### src/rtl/core/bdpc_pkg.sv
// Shared types and constants for the button debounce and press classifier.
package bdpc_pkg;

  localparam int unsigned CFG_W       = 16;
  localparam int unsigned CFG_INDEX_W = 2;

  localparam logic [CFG_INDEX_W-1:0] CFG_DEBOUNCE_TICKS   = 2'd0;
  localparam logic [CFG_INDEX_W-1:0] CFG_HOLD_TICKS       = 2'd1;
  localparam logic [CFG_INDEX_W-1:0] CFG_LONG_PRESS_TICKS = 2'd2;

  localparam logic [CFG_W-1:0] DEBOUNCE_TICKS_RST   = 16'd20;
  localparam logic [CFG_W-1:0] HOLD_TICKS_RST       = 16'd1000;
  localparam logic [CFG_W-1:0] LONG_PRESS_TICKS_RST = 16'd500;

  localparam logic [CFG_W-1:0] PRESS_LEN_MAX = 16'hFFFF;

  typedef enum logic [2:0] {
    PH_START,
    PH_LOW_STABLE,
    PH_LOW_TEST,
    PH_HIGH_STABLE,
    PH_HIGH_TEST
  } phase_t;

  typedef enum logic [1:0] {
    EV_NONE  = 2'd0,
    EV_HOLD  = 2'd1,
    EV_SHORT = 2'd2,
    EV_LONG  = 2'd3
  } event_t;

  typedef struct packed {
    logic [CFG_W-1:0] debounce_ticks;
    logic [CFG_W-1:0] hold_ticks;
    logic [CFG_W-1:0] long_press_ticks;
  } cfg_t;

  typedef struct packed {
    event_t     press_event;
    logic [2:0] selected_bit;
    logic [7:0] mode_mask;
    logic       stable_level;
  } result_t;

endpackage

### src/rtl/core/bdpc_if.sv
// Valid/ready channel interfaces for the tick input and the result output.
interface bdpc_in_if;
  logic valid;
  logic ready;
  logic pin_level;

  modport source (output valid, output pin_level, input ready);
  modport sink   (input valid, input pin_level, output ready);
endinterface

interface bdpc_out_if;
  logic       valid;
  logic       ready;
  logic [1:0] press_event;
  logic [2:0] selected_bit;
  logic [7:0] mode_mask;
  logic       stable_level;

  modport source (output valid, output press_event, output selected_bit,
                  output mode_mask, output stable_level, input ready);
  modport sink   (input valid, input press_event, input selected_bit,
                  input mode_mask, input stable_level, output ready);
endinterface

### src/rtl/core/button_debounce_press_classifier.sv
// Top level: input register, classifier core, result register and config registers.
// An accepted item is held in the input register, then its result in the result register.
// Throughput: one item per cycle while the sink keeps taking results; the result register frees as the sink takes it.
// The state update runs once per item in the cycle it leaves the input register.
// Synchronous active-low reset empties both registers, returns the debouncer to
// its start-up phase and loads the timing registers with 20, 1000 and 500 ticks.
module button_debounce_press_classifier #(
  parameter int unsigned MASK_BITS = 8
) (
  input  logic                                clk,
  input  logic                                rst_n,
  bdpc_in_if.sink                             in_ch,
  bdpc_out_if.source                          out_ch,
  input  logic                                cfg_we,
  input  logic [bdpc_pkg::CFG_INDEX_W-1:0]    cfg_index,
  input  logic [bdpc_pkg::CFG_W-1:0]          cfg_wdata
);

  logic              s1_valid_r, s1_valid_nxt;
  logic              s1_pin_r;
  logic              out_valid_r, out_valid_nxt;
  bdpc_pkg::result_t out_res_r;
  bdpc_pkg::result_t core_res;
  bdpc_pkg::cfg_t    cfg_r;
  logic              out_free, step, in_accept;

  assign out_free  = !out_valid_r || out_ch.ready;
  assign step      = s1_valid_r && out_free;
  assign in_ch.ready = !s1_valid_r || step;
  assign in_accept = in_ch.valid && in_ch.ready;

  assign s1_valid_nxt  = in_accept ? 1'b1 : (step ? 1'b0 : s1_valid_r);
  assign out_valid_nxt = step ? 1'b1 : (out_ch.ready ? 1'b0 : out_valid_r);

  bdpc_core #(
    .MASK_BITS(MASK_BITS)
  ) u_core (
    .clk    (clk),
    .rst_n  (rst_n),
    .step   (step),
    .pin    (s1_pin_r),
    .cfg    (cfg_r),
    .result (core_res)
  );

  always_ff @(posedge clk) begin
    if (!rst_n) begin
      s1_valid_r  <= 1'b0;
      out_valid_r <= 1'b0;
    end else begin
      s1_valid_r  <= s1_valid_nxt;
      out_valid_r <= out_valid_nxt;
    end
  end

  always_ff @(posedge clk) begin
    if (in_accept) begin
      s1_pin_r <= in_ch.pin_level;
    end
    if (step) begin
      out_res_r <= core_res;
    end
  end

  always_ff @(posedge clk) begin
    if (!rst_n) begin
      cfg_r.debounce_ticks   <= bdpc_pkg::DEBOUNCE_TICKS_RST;
      cfg_r.hold_ticks       <= bdpc_pkg::HOLD_TICKS_RST;
      cfg_r.long_press_ticks <= bdpc_pkg::LONG_PRESS_TICKS_RST;
    end else if (cfg_we) begin
      case (cfg_index)
        bdpc_pkg::CFG_DEBOUNCE_TICKS:   cfg_r.debounce_ticks   <= cfg_wdata;
        bdpc_pkg::CFG_HOLD_TICKS:       cfg_r.hold_ticks       <= cfg_wdata;
        bdpc_pkg::CFG_LONG_PRESS_TICKS: cfg_r.long_press_ticks <= cfg_wdata;
        default: ;
      endcase
    end
  end

  assign out_ch.valid        = out_valid_r;
  assign out_ch.press_event  = out_res_r.press_event;
  assign out_ch.selected_bit = out_res_r.selected_bit;
  assign out_ch.mode_mask    = out_res_r.mode_mask;
  assign out_ch.stable_level = out_res_r.stable_level;

endmodule

### src/rtl/core/bdpc_core.sv
// Debounce state machine, press timer and short/long/hold classification.
module bdpc_core #(
  parameter int unsigned MASK_BITS = 8
) (
  input  logic              clk,
  input  logic              rst_n,
  input  logic              step,
  input  logic              pin,
  input  bdpc_pkg::cfg_t    cfg,
  output bdpc_pkg::result_t result
);

  localparam int unsigned PTR_W = $clog2(MASK_BITS);

  bdpc_pkg::phase_t phase_r, phase_nxt;
  logic                       prev_pin_r;
  logic [bdpc_pkg::CFG_W-1:0] timer_r, timer_nxt;
  logic                       armed_r, armed_nxt;
  logic [bdpc_pkg::CFG_W-1:0] plen_r, plen_nxt, plen_inc;
  logic                       settled_r, settled_nxt;
  logic                       hold_rep_r, hold_rep_nxt;
  logic [PTR_W-1:0]           ptr_r, ptr_nxt;
  logic [MASK_BITS-1:0]       mask_r, mask_nxt;
  logic                       conf_r, conf_nxt;
  bdpc_pkg::event_t           ev;

  logic                       start, restart_hi, restart_lo, restarted, expire;
  logic [bdpc_pkg::CFG_W-1:0] dbt_eff, hold_eff;
  logic [63:0]                ptr_ext, mask_ext;

  assign start      = (phase_r == bdpc_pkg::PH_START);
  assign restart_hi = !start && (pin != prev_pin_r) && pin &&
                      (phase_r == bdpc_pkg::PH_LOW_STABLE);
  assign restart_lo = !start && (pin != prev_pin_r) && !pin &&
                      (phase_r == bdpc_pkg::PH_HIGH_STABLE);
  assign restarted  = start || restart_hi || restart_lo;
  // The timer is always loaded with at least one, so a count of one expires now.
  assign expire     = armed_r && !restarted && (timer_r == 16'd1);

  assign dbt_eff  = (cfg.debounce_ticks == '0) ? 16'd1 : cfg.debounce_ticks;
  assign hold_eff = (cfg.hold_ticks == '0) ? 16'd1 : cfg.hold_ticks;
  assign plen_inc = (plen_r == bdpc_pkg::PRESS_LEN_MAX) ? plen_r : plen_r + 16'd1;

  // Next phase.
  always_comb begin
    phase_nxt = phase_r;
    if (start) begin
      phase_nxt = pin ? bdpc_pkg::PH_HIGH_TEST : bdpc_pkg::PH_LOW_TEST;
    end else if (restart_hi) begin
      phase_nxt = bdpc_pkg::PH_HIGH_TEST;
    end else if (restart_lo) begin
      phase_nxt = bdpc_pkg::PH_LOW_TEST;
    end else if (expire) begin
      case (phase_r)
        bdpc_pkg::PH_LOW_TEST,
        bdpc_pkg::PH_HIGH_TEST: begin
          phase_nxt = pin ? bdpc_pkg::PH_HIGH_STABLE : bdpc_pkg::PH_LOW_STABLE;
        end
        default: phase_nxt = phase_r;
      endcase
    end
  end

  // Timer, press bookkeeping and the event of this item.
  always_comb begin
    timer_nxt    = timer_r;
    armed_nxt    = armed_r;
    plen_nxt     = plen_inc;
    settled_nxt  = settled_r;
    hold_rep_nxt = restart_lo ? 1'b0 : hold_rep_r;
    ptr_nxt      = ptr_r;
    mask_nxt     = mask_r;
    conf_nxt     = conf_r;
    ev           = bdpc_pkg::EV_NONE;

    if (restarted) begin
      timer_nxt = dbt_eff;
      armed_nxt = 1'b1;
    end else if (armed_r) begin
      timer_nxt = timer_r - 16'd1;
    end

    if (expire) begin
      armed_nxt = 1'b0;
      case (phase_r)
        bdpc_pkg::PH_LOW_STABLE: begin
          hold_rep_nxt = 1'b1;
          ev           = bdpc_pkg::EV_HOLD;
        end
        bdpc_pkg::PH_LOW_TEST: begin
          conf_nxt = pin;
          if (!pin) begin
            if (settled_r) begin
              plen_nxt  = '0;
              timer_nxt = hold_eff;
              armed_nxt = 1'b1;
            end else begin
              settled_nxt = 1'b1;
            end
          end
        end
        bdpc_pkg::PH_HIGH_TEST: begin
          conf_nxt = pin;
          if (pin) begin
            if (!settled_r) begin
              settled_nxt = 1'b1;
            end else if (!hold_rep_r) begin
              if (plen_inc < cfg.long_press_ticks) begin
                ptr_nxt = (ptr_r == PTR_W'(MASK_BITS - 1)) ? '0 : ptr_r + 1'b1;
                ev      = bdpc_pkg::EV_SHORT;
              end else begin
                mask_nxt = mask_r ^ (MASK_BITS'(1) << ptr_r);
                ev       = bdpc_pkg::EV_LONG;
              end
            end
          end
        end
        default: ev = bdpc_pkg::EV_NONE;
      endcase
    end
  end

  assign ptr_ext  = 64'(ptr_nxt);
  assign mask_ext = 64'(mask_nxt);

  always_comb begin
    result.press_event  = ev;
    result.selected_bit = ptr_ext[2:0];
    result.mode_mask    = mask_ext[7:0];
    result.stable_level = conf_nxt;
  end

  always_ff @(posedge clk) begin
    if (!rst_n) begin
      phase_r    <= bdpc_pkg::PH_START;
      prev_pin_r <= 1'b0;
      timer_r    <= '0;
      armed_r    <= 1'b0;
      plen_r     <= '0;
      settled_r  <= 1'b0;
      hold_rep_r <= 1'b0;
      ptr_r      <= '0;
      mask_r     <= '0;
      conf_r     <= 1'b1;
    end else if (step) begin
      phase_r    <= phase_nxt;
      prev_pin_r <= pin;
      timer_r    <= timer_nxt;
      armed_r    <= armed_nxt;
      plen_r     <= plen_nxt;
      settled_r  <= settled_nxt;
      hold_rep_r <= hold_rep_nxt;
      ptr_r      <= ptr_nxt;
      mask_r     <= mask_nxt;
      conf_r     <= conf_nxt;
    end
  end

endmodule

### src/flat_wrapper.sv
// flat-port wrapper written by rule: the top's interface ports become plain ports
module button_debounce_press_classifier_flat 
#(
  parameter int unsigned MASK_BITS = 8
)
  (clk, rst_n, cfg_we, cfg_index, cfg_wdata, in_ch_valid, in_ch_pin_level, in_ch_ready, out_ch_valid, out_ch_press_event, out_ch_selected_bit, out_ch_mode_mask, out_ch_stable_level, out_ch_ready);
  bdpc_in_if in_ch_i ();
  bdpc_out_if out_ch_i ();
  input  logic clk;
  input  logic rst_n;
  input  logic cfg_we;
  input  logic [bdpc_pkg::CFG_INDEX_W-1:0] cfg_index;
  input  logic [bdpc_pkg::CFG_W-1:0] cfg_wdata;
  input wire logic [$bits(in_ch_i.valid)-1:0] in_ch_valid;
  input wire logic [$bits(in_ch_i.pin_level)-1:0] in_ch_pin_level;
  output wire logic [$bits(in_ch_i.ready)-1:0] in_ch_ready;
  output wire logic [$bits(out_ch_i.valid)-1:0] out_ch_valid;
  output wire logic [$bits(out_ch_i.press_event)-1:0] out_ch_press_event;
  output wire logic [$bits(out_ch_i.selected_bit)-1:0] out_ch_selected_bit;
  output wire logic [$bits(out_ch_i.mode_mask)-1:0] out_ch_mode_mask;
  output wire logic [$bits(out_ch_i.stable_level)-1:0] out_ch_stable_level;
  input wire logic [$bits(out_ch_i.ready)-1:0] out_ch_ready;
  assign in_ch_i.valid = in_ch_valid;
  assign in_ch_i.pin_level = in_ch_pin_level;
  assign in_ch_ready = in_ch_i.ready;
  assign out_ch_valid = out_ch_i.valid;
  assign out_ch_press_event = out_ch_i.press_event;
  assign out_ch_selected_bit = out_ch_i.selected_bit;
  assign out_ch_mode_mask = out_ch_i.mode_mask;
  assign out_ch_stable_level = out_ch_i.stable_level;
  assign out_ch_i.ready = out_ch_ready;
  button_debounce_press_classifier #(.MASK_BITS(MASK_BITS)) u_core (.clk(clk), .rst_n(rst_n), .in_ch(in_ch_i), .out_ch(out_ch_i), .cfg_we(cfg_we), .cfg_index(cfg_index), .cfg_wdata(cfg_wdata));
endmodule
### config.mk
export PLATFORM = sky130hd
export DESIGN_NAME = button_debounce_press_classifier_flat
export DESIGN_NICKNAME = d
export VERILOG_FILES = /design/src/rtl/core/bdpc_pkg.sv /design/src/rtl/core/bdpc_if.sv /design/src/rtl/core/button_debounce_press_classifier.sv /design/src/rtl/core/bdpc_core.sv /design/src/flat_wrapper.sv
export SDC_FILE = /design/constraint.sdc
export NUM_CORES = 1
export LEC_CHECK = 0
export ABC_CLOCK_PERIOD_IN_PS = 11900
export BUFFER_PORTS_ARGS = -buffer_cell sky130_fd_sc_hd__buf_4
export CORE_MARGIN = 10
export CORE_UTILIZATION = 54
export DETAILED_ROUTE_END_ITERATION = 16
export PLACE_DENSITY_LB_ADDON = 0.2
export SYNTH_ARGS = -nofsm -noshare
export SYNTH_HDL_FRONTEND = slang
export SYNTH_SLANG_ARGS = --single-unit
### constraint.sdc
create_clock -name clk -period 11.9 [get_ports clk]
set_clock_uncertainty 0.15 [all_clocks]
set_input_delay 1.19 -clock clk [delete_from_list [all_inputs] [get_ports clk]]
set_output_delay 1.19 -clock clk [all_outputs]
set_load 0.01 [all_outputs]
==> impl_results.md, run 1 <==
* Hpwl dp at 10.4 mm
* Cell-internal power at 0.756 mW
* Area Overhead vs Synth at 14.8%
* Routability cong. at 0.834
* Remaining antenna violation count at 0
* Crit Path Class: reg2reg
* Area of the core at 10900 sq um
* Synth area leaders: dfxtp_1 34%, nand2_1 8.8%, edfxtp_1 7.5%
* Worst-margin pin slew at 0.962 ns
* Routed WL at 15.2 mm
* Number of global-route vias before repair at 5163
* Die Span Y at 126 um
* Total GRT Usage at 19.2%
* Syn Area/Cell at 8.11 sq um
* Min Tclk post-route at 4.52 ns
* Sequential share of the synthesized area at 41.1%
* RSZ-0062 raised after global routing: no
* Clock latency on the worst-skew pair at 0.53 ns
* Fmax at 0.221 GHz
* Drt initial violations at 452
* Tcrit/Tclk final at 38.0%
* Clock transition at the registers of the reported paths at 0.06 ns
* Status: finished, final reports clean
* Top FF cell, synth: dfxtp_1
* Diodes inserted at 0
* Synth Register Bits at 116
* Req. time, crit path at 12.03 ns
* CP startpoint kind: flop
* Syn nets at 791
* Hold_buf cts at 0
* Placed standard-cell area at 6340 sq um
* Final Hold Fails at 0
* Sw Ratio at 23.7%
* Flop pwr share at 42.4%
* Vias at 5464
* IO Count at 40
* Initial antenna violation count at 0
* DR vias/cell at 5.99
* Synthesized area at 6020 sq um
* Mapped Cells at 743
* Clk buf depth at 2
* Final #Nets at 808
* Setup bufs post-CTS at 0
* Clock sinks at 116
* Sw power at 0.235 mW
* Post-synth ARST share at 0%
* Crit-path max FO at 22
* # DRC at 0
* First-pass GRT wire length at 25.1 mm
* Maximum vdd drop at 0.112 mV
* GR Overflow Total at 0
* Warnings, synthesis at 0
* Post-synth EDFFs at 15
* Dominant cell type by area after synthesis: dfxtp_1
* DR WL/cell at 16.7 um
* Htree depth at 4
* Area share of the largest cell type after synthesis at 33.6%
* Setup violators final at 0
* Input/output buffers at 39
* Max-Cap Viols at 0
* Leakage power at 2.59 nW
* Clock power share at 49.6%
* Count leader, synth: nand2_1
* Slew Limit Headroom at 35.9%
* WP data arrival at 4.64 ns
* Crit. End Element: flop
* Largest net degree at the start of global routing at 61
* Initial Util at 55.3%
* Core Rows at 38
* Share of cells above drive strength 1 at 12.0%
* Gate power share at 8.0%
* CTS tree: yes
* Die area at 15800 sq um
* Die X at 126 um
* Cts repair resizes at 0
* Num CTS Buffers at 17
* Yosys cell types at 66
* Fin Setup TNS at 0 ns
* Slew Viols, Final at 0
* Pwr/cell area at 143 nW/um^2
* Synth cell count leaders: 141 x nand2_1, 101 x dfxtp_1, 75 x a21oi_1
* Finished layout cell area at 6910 sq um
* 1st-pass router iterations at 5
* Hold WC Path Type: reg2reg
* Clk root buf: clkbuf_8
cells in the final DEF, fill, tap and decap left out, drive strengths merged, types with 9 or more instances in the layout:
master	n
edfxtp	15
xnor2	18
nand4	11
o211ai	9
nand2	143
or3	13
buf	46
xor2	11
o31ai	9
a21oi	75
nand3	35
o21ai	37
clkbuf	22
nor4	11
ha	24
nor3	13
nor2	45
dfxtp	101
a211oi	9
inv	25
power by group through the flow:
| stage | sequential [mW] | combinational (mW) | clock [mW] |
|---|---|---|---|
| 4_1_cts | 0.420 | 0.0785 | 0.497 |
| 3_3_place_gp | 0.428 | 0.0763 | 0 |
| 6_report | 0.421 | 0.0790 | 0.492 |
| 2_1_floorplan | 0.425 | 0.0534 | 0 |
| 3_5_place_dp | 0.428 | 0.0777 | 0 |
| 5_1_grt | 0.422 | 0.0879 | 0.516 |
stage by stage:
step                      util (%)  hold slack, ns  setup WS, ns  power, mW  instances
final                         63.5           0.298          7.38      0.991        912
after global routing          63.5           0.335          6.91       1.03        912
after CTS                     63.5           0.303          7.44      0.996        912
after detailed placement      58.2           0.295          7.47      0.506        881
after global placement        58.2           0.285          7.77      0.504        881
after floorplan                  -           0.276          8.02      0.478        743
registers in the layout, indices dropped and copies added (netlist names), 3 cells and up:
register                    cells
u_core.cfg_r                   48
u_core.out_ch.mode_mask         8
u_core.u_core.ptr_r             3
u_core.u_core.timer_r          16
u_core.u_core.plen_r           16
u_core.u_core.mask_r            8
u_core.u_core.phase_r           3
u_core.out_ch.selected_bit      3
per-layer routing:
layer  track usage, %  share of wire [%]
met3             5.32                7.0
met2             29.0                 45
met1             24.5                 45
met4             10.3                3.1
met5                0                  0
path summary, 6_finish.rpt:
check             cells past startpoint                            end  slack [ns]               startpoint
setup reg to reg                     16  u_core.out_ch.selected_bit[1]        7.38  u_core.u_core.plen_r[0]
hold / removal                        2        u_core.u_core.settled_r        0.30  u_core.u_core.settled_r
hold reg to reg                       2        u_core.u_core.settled_r        0.30  u_core.u_core.settled_r
setup / recovery                     16  u_core.out_ch.selected_bit[1]        7.38  u_core.u_core.plen_r[0]
final cells by class:
type	instances	area, sq um
clock buffers	22	473
clock inverters	9	101
fillers	945	3980
inverters	24	90.1
multi-input cells	555	3260
flip-flops and latches	116	2470
well taps	140	175
repair buffers	46	345
worst max-delay path, stage by stage, from the launching register on:
cell,delay [ns]
dfxtp_1,0.43
ha_1,0.32
nand2_1,0.10
or3_1,0.41
nor3_1,0.39
and3_1,0.30
nand3_1,0.11
xnor2_1,0.25
ha_1,0.31
a21oi_1,0.18
nand2_1,0.07
a221oi_1,0.40
o21ai_0,0.20
o21ai_1,0.11
buf_4,0.25
and2_1,0.20
o21ai_1,0.08
kinds of logic after synthesis:
logic type / Yosys count / share of synthesized area (%)
compound gates: 179 / 18.2
flops: 116 / 41.1
simple gates: 318 / 25.7
buf+inv: 72 / 4.88
xor+xnor: 29 / 4.22
mux: 5 / 0.893
fa+ha+maj: 24 / 4.99
Power figures use the tool's default switching activity.
==> run 2, diff against run 1 <==
--- a/config.mk
+++ b/config.mk
@@ -5,7 +5,8 @@
 export SDC_FILE = /design/constraint.sdc
 export NUM_CORES = 1
 export LEC_CHECK = 0
-export ABC_CLOCK_PERIOD_IN_PS = 11900
+export ABC_AREA = 1
+export ABC_CLOCK_PERIOD_IN_PS = 4400
 export BUFFER_PORTS_ARGS = -buffer_cell sky130_fd_sc_hd__buf_4
 export CORE_MARGIN = 10
 export CORE_UTILIZATION = 54
==> constraint.sdc (replaced) <==
create_clock -name clk -period 4.4 [get_ports clk]
set_clock_uncertainty 0.15 [all_clocks]
set_input_delay 0.44 -clock clk [delete_from_list [all_inputs] [get_ports clk]]
set_output_delay 0.44 -clock clk [all_outputs]
set_load 0.01 [all_outputs]
==> impl_results.md, run 2 <==
* Yosys cell types at 44
* Top FF cell, synth: dfxtp_1
* Clk root buf: clkbuf_16
* Remaining antenna violation count at 0
* Warnings, synthesis at 0
* Slew Limit Headroom at 37.0%
* Vias at 5556
* IO Count at 40
* Synth area leaders: dfxtp_1 33%, nand2_1 9.5%, edfxtp_1 7.4%
* Post-synth ARST share at 0%
* Slew Viols, Final at 0
* Most frequent cells in the layout: 155 x nand2_1, 116 x inv_1, 101 x dfxtp_1
* GR Overflow Total at 0
* Die Span Y at 127 um
* Crit Path Class: reg2reg
* Count leader, synth: nand2_1
* Final Hold Fails at 0
* Synth Register Bits at 116
* Maximum vdd drop at 0.411 mV
* Largest register FFs at 48
* Final core occ at 63.9%
* Area Overhead vs Synth at 14.5%
* Dominant cell type by area after synthesis: dfxtp_1
* Initial antenna violation count at 0
* CTS tree: yes
* DR WL/cell at 14.9 um
* Mapped Cells at 824
* Leakage power at 3.02 nW
* 1st-pass router iterations at 5
* Min Tclk post-route at 3.74 ns
* Largest regs: u_core.cfg_r (48), u_core.u_core.plen_r (16), u_core.u_core.timer_r (16)
* Syn Area/Cell at 7.44 sq um
* Hold_buf cts at 0
* RSZ-0062 raised after global routing: no
* Area share of the largest cell type after synthesis at 33.0%
* Fmax at 0.267 GHz
* Core Rows at 38
* CP startpoint kind: flop
* Worst-margin pin slew at 0.942 ns
* Clock latency on the worst-skew pair at 0.41 ns
* Routed WL at 14.9 mm
* Number of global-route vias before repair at 5136
* Crit-path max FO at 17
* Reg-to-reg slack, setup at 0.66 ns
* Num CTS Buffers at 17
* Crit. End Element: flop
* Clock sinks at 116
* Die X at 127 um
* Area of the core at 11000 sq um
* Input/output buffers at 39
* Hold WC Path Type: in2reg
* Routability cong. at 0.929
* Status: finished, final reports clean
* Largest net degree at the start of global routing at 67
* Setup bufs post-CTS at 0
* Die area at 16000 sq um
* Post-synth EDFFs at 15
* First-pass GRT wire length at 24.5 mm
* Drt initial violations at 417
* Diodes inserted at 0
* WP data arrival at 3.76 ns
* Synthesized area at 6130 sq um
* Htree depth at 4
* Pwr/cell area at 391 nW/um^2
* Tcrit/Tclk final at 85.1%
* Syn nets at 872
* Largest Register: u_core.cfg_r
* Hpwl dp at 10.7 mm
* Cts repair resizes at 0
* Total GRT Usage at 18.4%
* Commonest non-fill, non-tap cell in the layout: nand2_1
* Clk buf depth at 2
* Final-layout fill cell count at 990
* Req. time, crit path at 4.42 ns
* Sequential share of the synthesized area at 40.4%
* Clock transition at the registers of the reported paths at 0.05 ns
* Share of cells above drive strength 1 at 13.8%
* Fin Setup TNS at 0 ns
* Initial Util at 55.8%
* Final #Nets at 900
* Synth cell count leaders: 155 x nand2_1, 116 x inv_1, 101 x dfxtp_1
* DR vias/cell at 5.56
* Max-Cap Viols at 0
* Setup violators final at 0
* # DRC at 0
==> run 2: worst paths after layout <==
| check | from | endpoint | cells past startpoint |
|---|---|---|---|
| worst min register to register | u_core.cfg_r[3] | u_core.cfg_r[3] | 2 |
| worst max register to register | u_core.u_core.plen_r[0] | u_core.out_ch.mode_mask[2] | 20 |
| worst min-delay path | in_ch_pin_level | u_core.s1_pin_r | 1 |
| worst max-delay path | u_core.u_core.plen_r[0] | u_core.out_ch.mode_mask[2] | 20 |
==> run 2: cell type report <==
| cell class | instances | area (sq um) | share of cell area (%) |
|---|---|---|---|
| clock inverters | 5 | 50.0 | 0.713 |
| flip-flops and latches | 116 | 2470 | 35.2 |
| multi-input cells | 551 | 3040 | 43.4 |
| well taps | 140 | 175 | 2.50 |
| clock buffers | 22 | 497 | 7.08 |
| repair buffers | 42 | 315 | 4.49 |
| inverters | 124 | 465 | 6.63 |
==> run 2: cell families after synthesis <==
family | Yosys count | share of synthesized area (%)
simple gates | 309 | 23.2
compound gates | 200 | 19.0
buf+inv | 157 | 9.99
flops | 116 | 40.4
fa+ha+maj | 24 | 4.90
xor+xnor | 18 | 2.57
==> run 2: routing by layer <==
metal / track usage (%) / vias to the layer above / part of all wire (%)
li1: - / 2782 / -
met1: 22.5 / 2605 / 45
met2: 29.8 / 147 / 47
met3: 5.50 / 22 / 6.3
met4: 6.76 / 0 / 1.6
met5: 0 / - / 0
==> run 2: power by group <==
group	internal, mW	leakage, nW	switching [mW]
Combinational	0.102	1.78	0.191
Clock	0.836	0.273	0.450
Sequential	1.13	0.968	0.0362
==> run 2: critical path, cell delays in order, from the launching register on <==
cell       delay (ns)
dfxtp_1          0.35
ha_1             0.23
inv_1            0.09
nor2_1           0.06
nand2_2          0.10
nor2_2           0.06
inv_1            0.07
nand4_1          0.13
nor3_2           0.19
nand3_1          0.17
nor3_2           0.16
xor2_1           0.22
ha_1             0.31
nand2_1          0.09
nor2_1           0.06
a2111oi_4        0.49
nand2_4          0.25
nand2_1          0.12
nand2_1          0.07
nand2_2          0.07
inv_1            0.04
==> run 2: through the flow <==
step	hold slack, ns	instances	power, mW	area, sq um	setup WS (ns)
global placement	0.304	973	1.46	6470	0.827
detailed placement	0.307	973	1.47	6470	0.669
CTS	0.0470	1000	2.76	7020	0.657
finish	0.0584	1000	2.74	7020	0.658
global route	0.0403	1000	2.85	7020	0.231
floorplan	0.283	824	1.38	6130	1.03
==> run 3, diff against run 2 <==
--- a/config.mk
+++ b/config.mk
@@ -8,10 +8,11 @@
 export ABC_AREA = 1
 export ABC_CLOCK_PERIOD_IN_PS = 4400
 export BUFFER_PORTS_ARGS = -buffer_cell sky130_fd_sc_hd__buf_4
-export CORE_MARGIN = 10
 export CORE_UTILIZATION = 54
 export DETAILED_ROUTE_END_ITERATION = 16
 export PLACE_DENSITY_LB_ADDON = 0.2
+export RECOVER_POWER = 25
+export SLEW_MARGIN = 20
 export SYNTH_ARGS = -nofsm -noshare
 export SYNTH_HDL_FRONTEND = slang
 export SYNTH_SLANG_ARGS = --single-unit
==> impl_results.md, run 3 (synthesis gave the netlist of run 2 again) <==
* 1st-pass router iterations at 5
* Die X at 109 um
* Clock sinks at 116
* Drt initial violations at 373
* Clock power share at 48.7%
* Leakage power at 2.98 nW
* Hold WC Path Type: in2reg
* DR vias/cell at 5.45
* Largest Register: u_core.cfg_r
* Clk buf depth at 2
* Htree depth at 4
* Fmax at 0.266 GHz
* Setup bufs post-CTS at 0
* Final-layout fill cell count at 1016
* Diodes inserted at 0
* Largest net degree at the start of global routing at 66
* Fin Setup TNS at 0 ns
* Initial Util at 56.0%
* Cts repair resizes at 0
* Die Span Y at 109 um
* First-pass GRT wire length at 24.3 mm
* Sw power at 0.707 mW
* Placed standard-cell area at 6480 sq um
* Pwr/cell area at 403 nW/um^2
* Input/output buffers at 39
* Flop pwr share at 41.2%
* IO Count at 40
* Initial antenna violation count at 0
* Final #Nets at 901
* Setup violators final at 0
* Commonest non-fill, non-tap cell in the layout: nand2_1
* Clock transition at the registers of the reported paths at 0.05 ns
* Clock latency on the worst-skew pair at 0.41 ns
* Vias at 5473
* Clk root buf: clkbuf_16
* # DRC at 0
* GR Overflow Total at 0
* Gate power share at 10.1%
* Crit Path Class: reg2reg
* CP startpoint kind: flop
* Hpwl dp at 10.2 mm
* Total GRT Usage at 26.6%
* Tcrit/Tclk final at 85.5%
* Core Rows at 38
* Crit-path max FO at 17
* WP data arrival at 3.78 ns
* Cell-internal power at 2.12 mW
* CTS tree: yes
* RSZ-0062 raised after global routing: no
* Die area at 11800 sq um
* Hold_buf cts at 0
* Fin worst setup slack at 0.637 ns
* Num CTS Buffers at 17
* Most frequent cells in the layout: 155 x nand2_1, 116 x inv_1, 101 x dfxtp_1
* Area of the core at 10900 sq um
* Req. time, crit path at 4.42 ns
* Total power at 2.83 mW
* Routed WL at 14.6 mm
* Worst-margin pin slew at 0.967 ns
* Crit. End Element: flop
* Largest register FFs at 48
* Final Hold Fails at 0
* DR WL/cell at 14.5 um
* Finished layout cell area at 7010 sq um
* Sw Ratio at 25.0%
* Final core occ at 64.1%
* Min Tclk post-route at 3.76 ns
* Largest regs: u_core.cfg_r (48), u_core.u_core.plen_r (16), u_core.u_core.timer_r (16)
* Status: finished, final reports clean
* Slew Limit Headroom at 35.5%
* Routability cong. at 0.878
* Pre-CTS WS at 0.661 ns
* Share of cells above drive strength 1 at 12.3%
* Remaining antenna violation count at 0
* Maximum vdd drop at 0.316 mV
* Number of global-route vias before repair at 5058
* Area Overhead vs Synth at 14.4%
* Slew Viols, Final at 0
* Max-Cap Viols at 0
## run 3: cell count changes in the layout (fill, tap and decap cells not counted)
| cell | delta |
|---|---|
| clkbuf_8 | +3 |
| clkbuf_1 | +18 |
| clkbuf_4 | +1 |
| clkinvlp_4 | +1 |
| buf_4 | -19 |
| clkinv_4 | +1 |
## run 3: power groups by stage
stage               combinational (mW)  clock, mW  sequential (mW)
global route                     0.324       1.44             1.17
global placement                 0.281          0             1.18
finish                           0.286       1.38             1.16
floorplan                        0.203          0             1.18
detailed placement               0.289          0             1.18
CTS                              0.291       1.39             1.16
## run 3: stage by stage
stage               instances  hold WS [ns]
floorplan                 824         0.283
global placement          974         0.305
finish                   1005        0.0717
detailed placement        974         0.308
CTS                      1005        0.0376
global route             1005        0.0670
## run 3: cell type report
cell class              count  area [sq um]  area share (%)
flip-flops and latches    116          2470            35.3
clock buffers              24           534            7.62
inverters                 124           465            6.64
well taps                 140           175            2.50
repair buffers             43           251            3.59
clock inverters             7          66.3           0.946
multi-input cells         551          3040            43.4
## run 3: metal layers
layer  GRT usage [%]  vias to the layer above  wire length [um]
met5               0                        -                 0
met4            7.43                        0               122
met3            6.33                       11               861
met2            43.1                      143              6850
met1            35.3                     2533              6760
li1                -                     2786                 -
## run 3: critical path: stages, from the launching register on
cell and delay (ns):
dfxtp_1 0.35, ha_1 0.23, inv_1 0.09, nor2_1 0.06
nand2_2 0.10, nor2_2 0.07, inv_1 0.07, nand4_1 0.13
nor3_2 0.18, nand3_1 0.17, nor3_2 0.16, xor2_1 0.23
ha_1 0.32, nand2_1 0.10, nor2_1 0.06, a2111oi_4 0.49
nand2_4 0.25, nand2_1 0.13, nand2_1 0.07, nand2_2 0.08
inv_1 0.04
## run 3: worst paths after layout
path,slack (ns),cells past startpoint,startpoint,end
min reg2reg,0.31,2,u_core.cfg_r[14],u_core.cfg_r[14]
min,0.07,1,in_ch_pin_level,u_core.s1_pin_r
max reg2reg,0.64,20,u_core.u_core.plen_r[0],u_core.out_ch.mode_mask[5]
max,0.64,20,u_core.u_core.plen_r[0],u_core.out_ch.mode_mask[5]
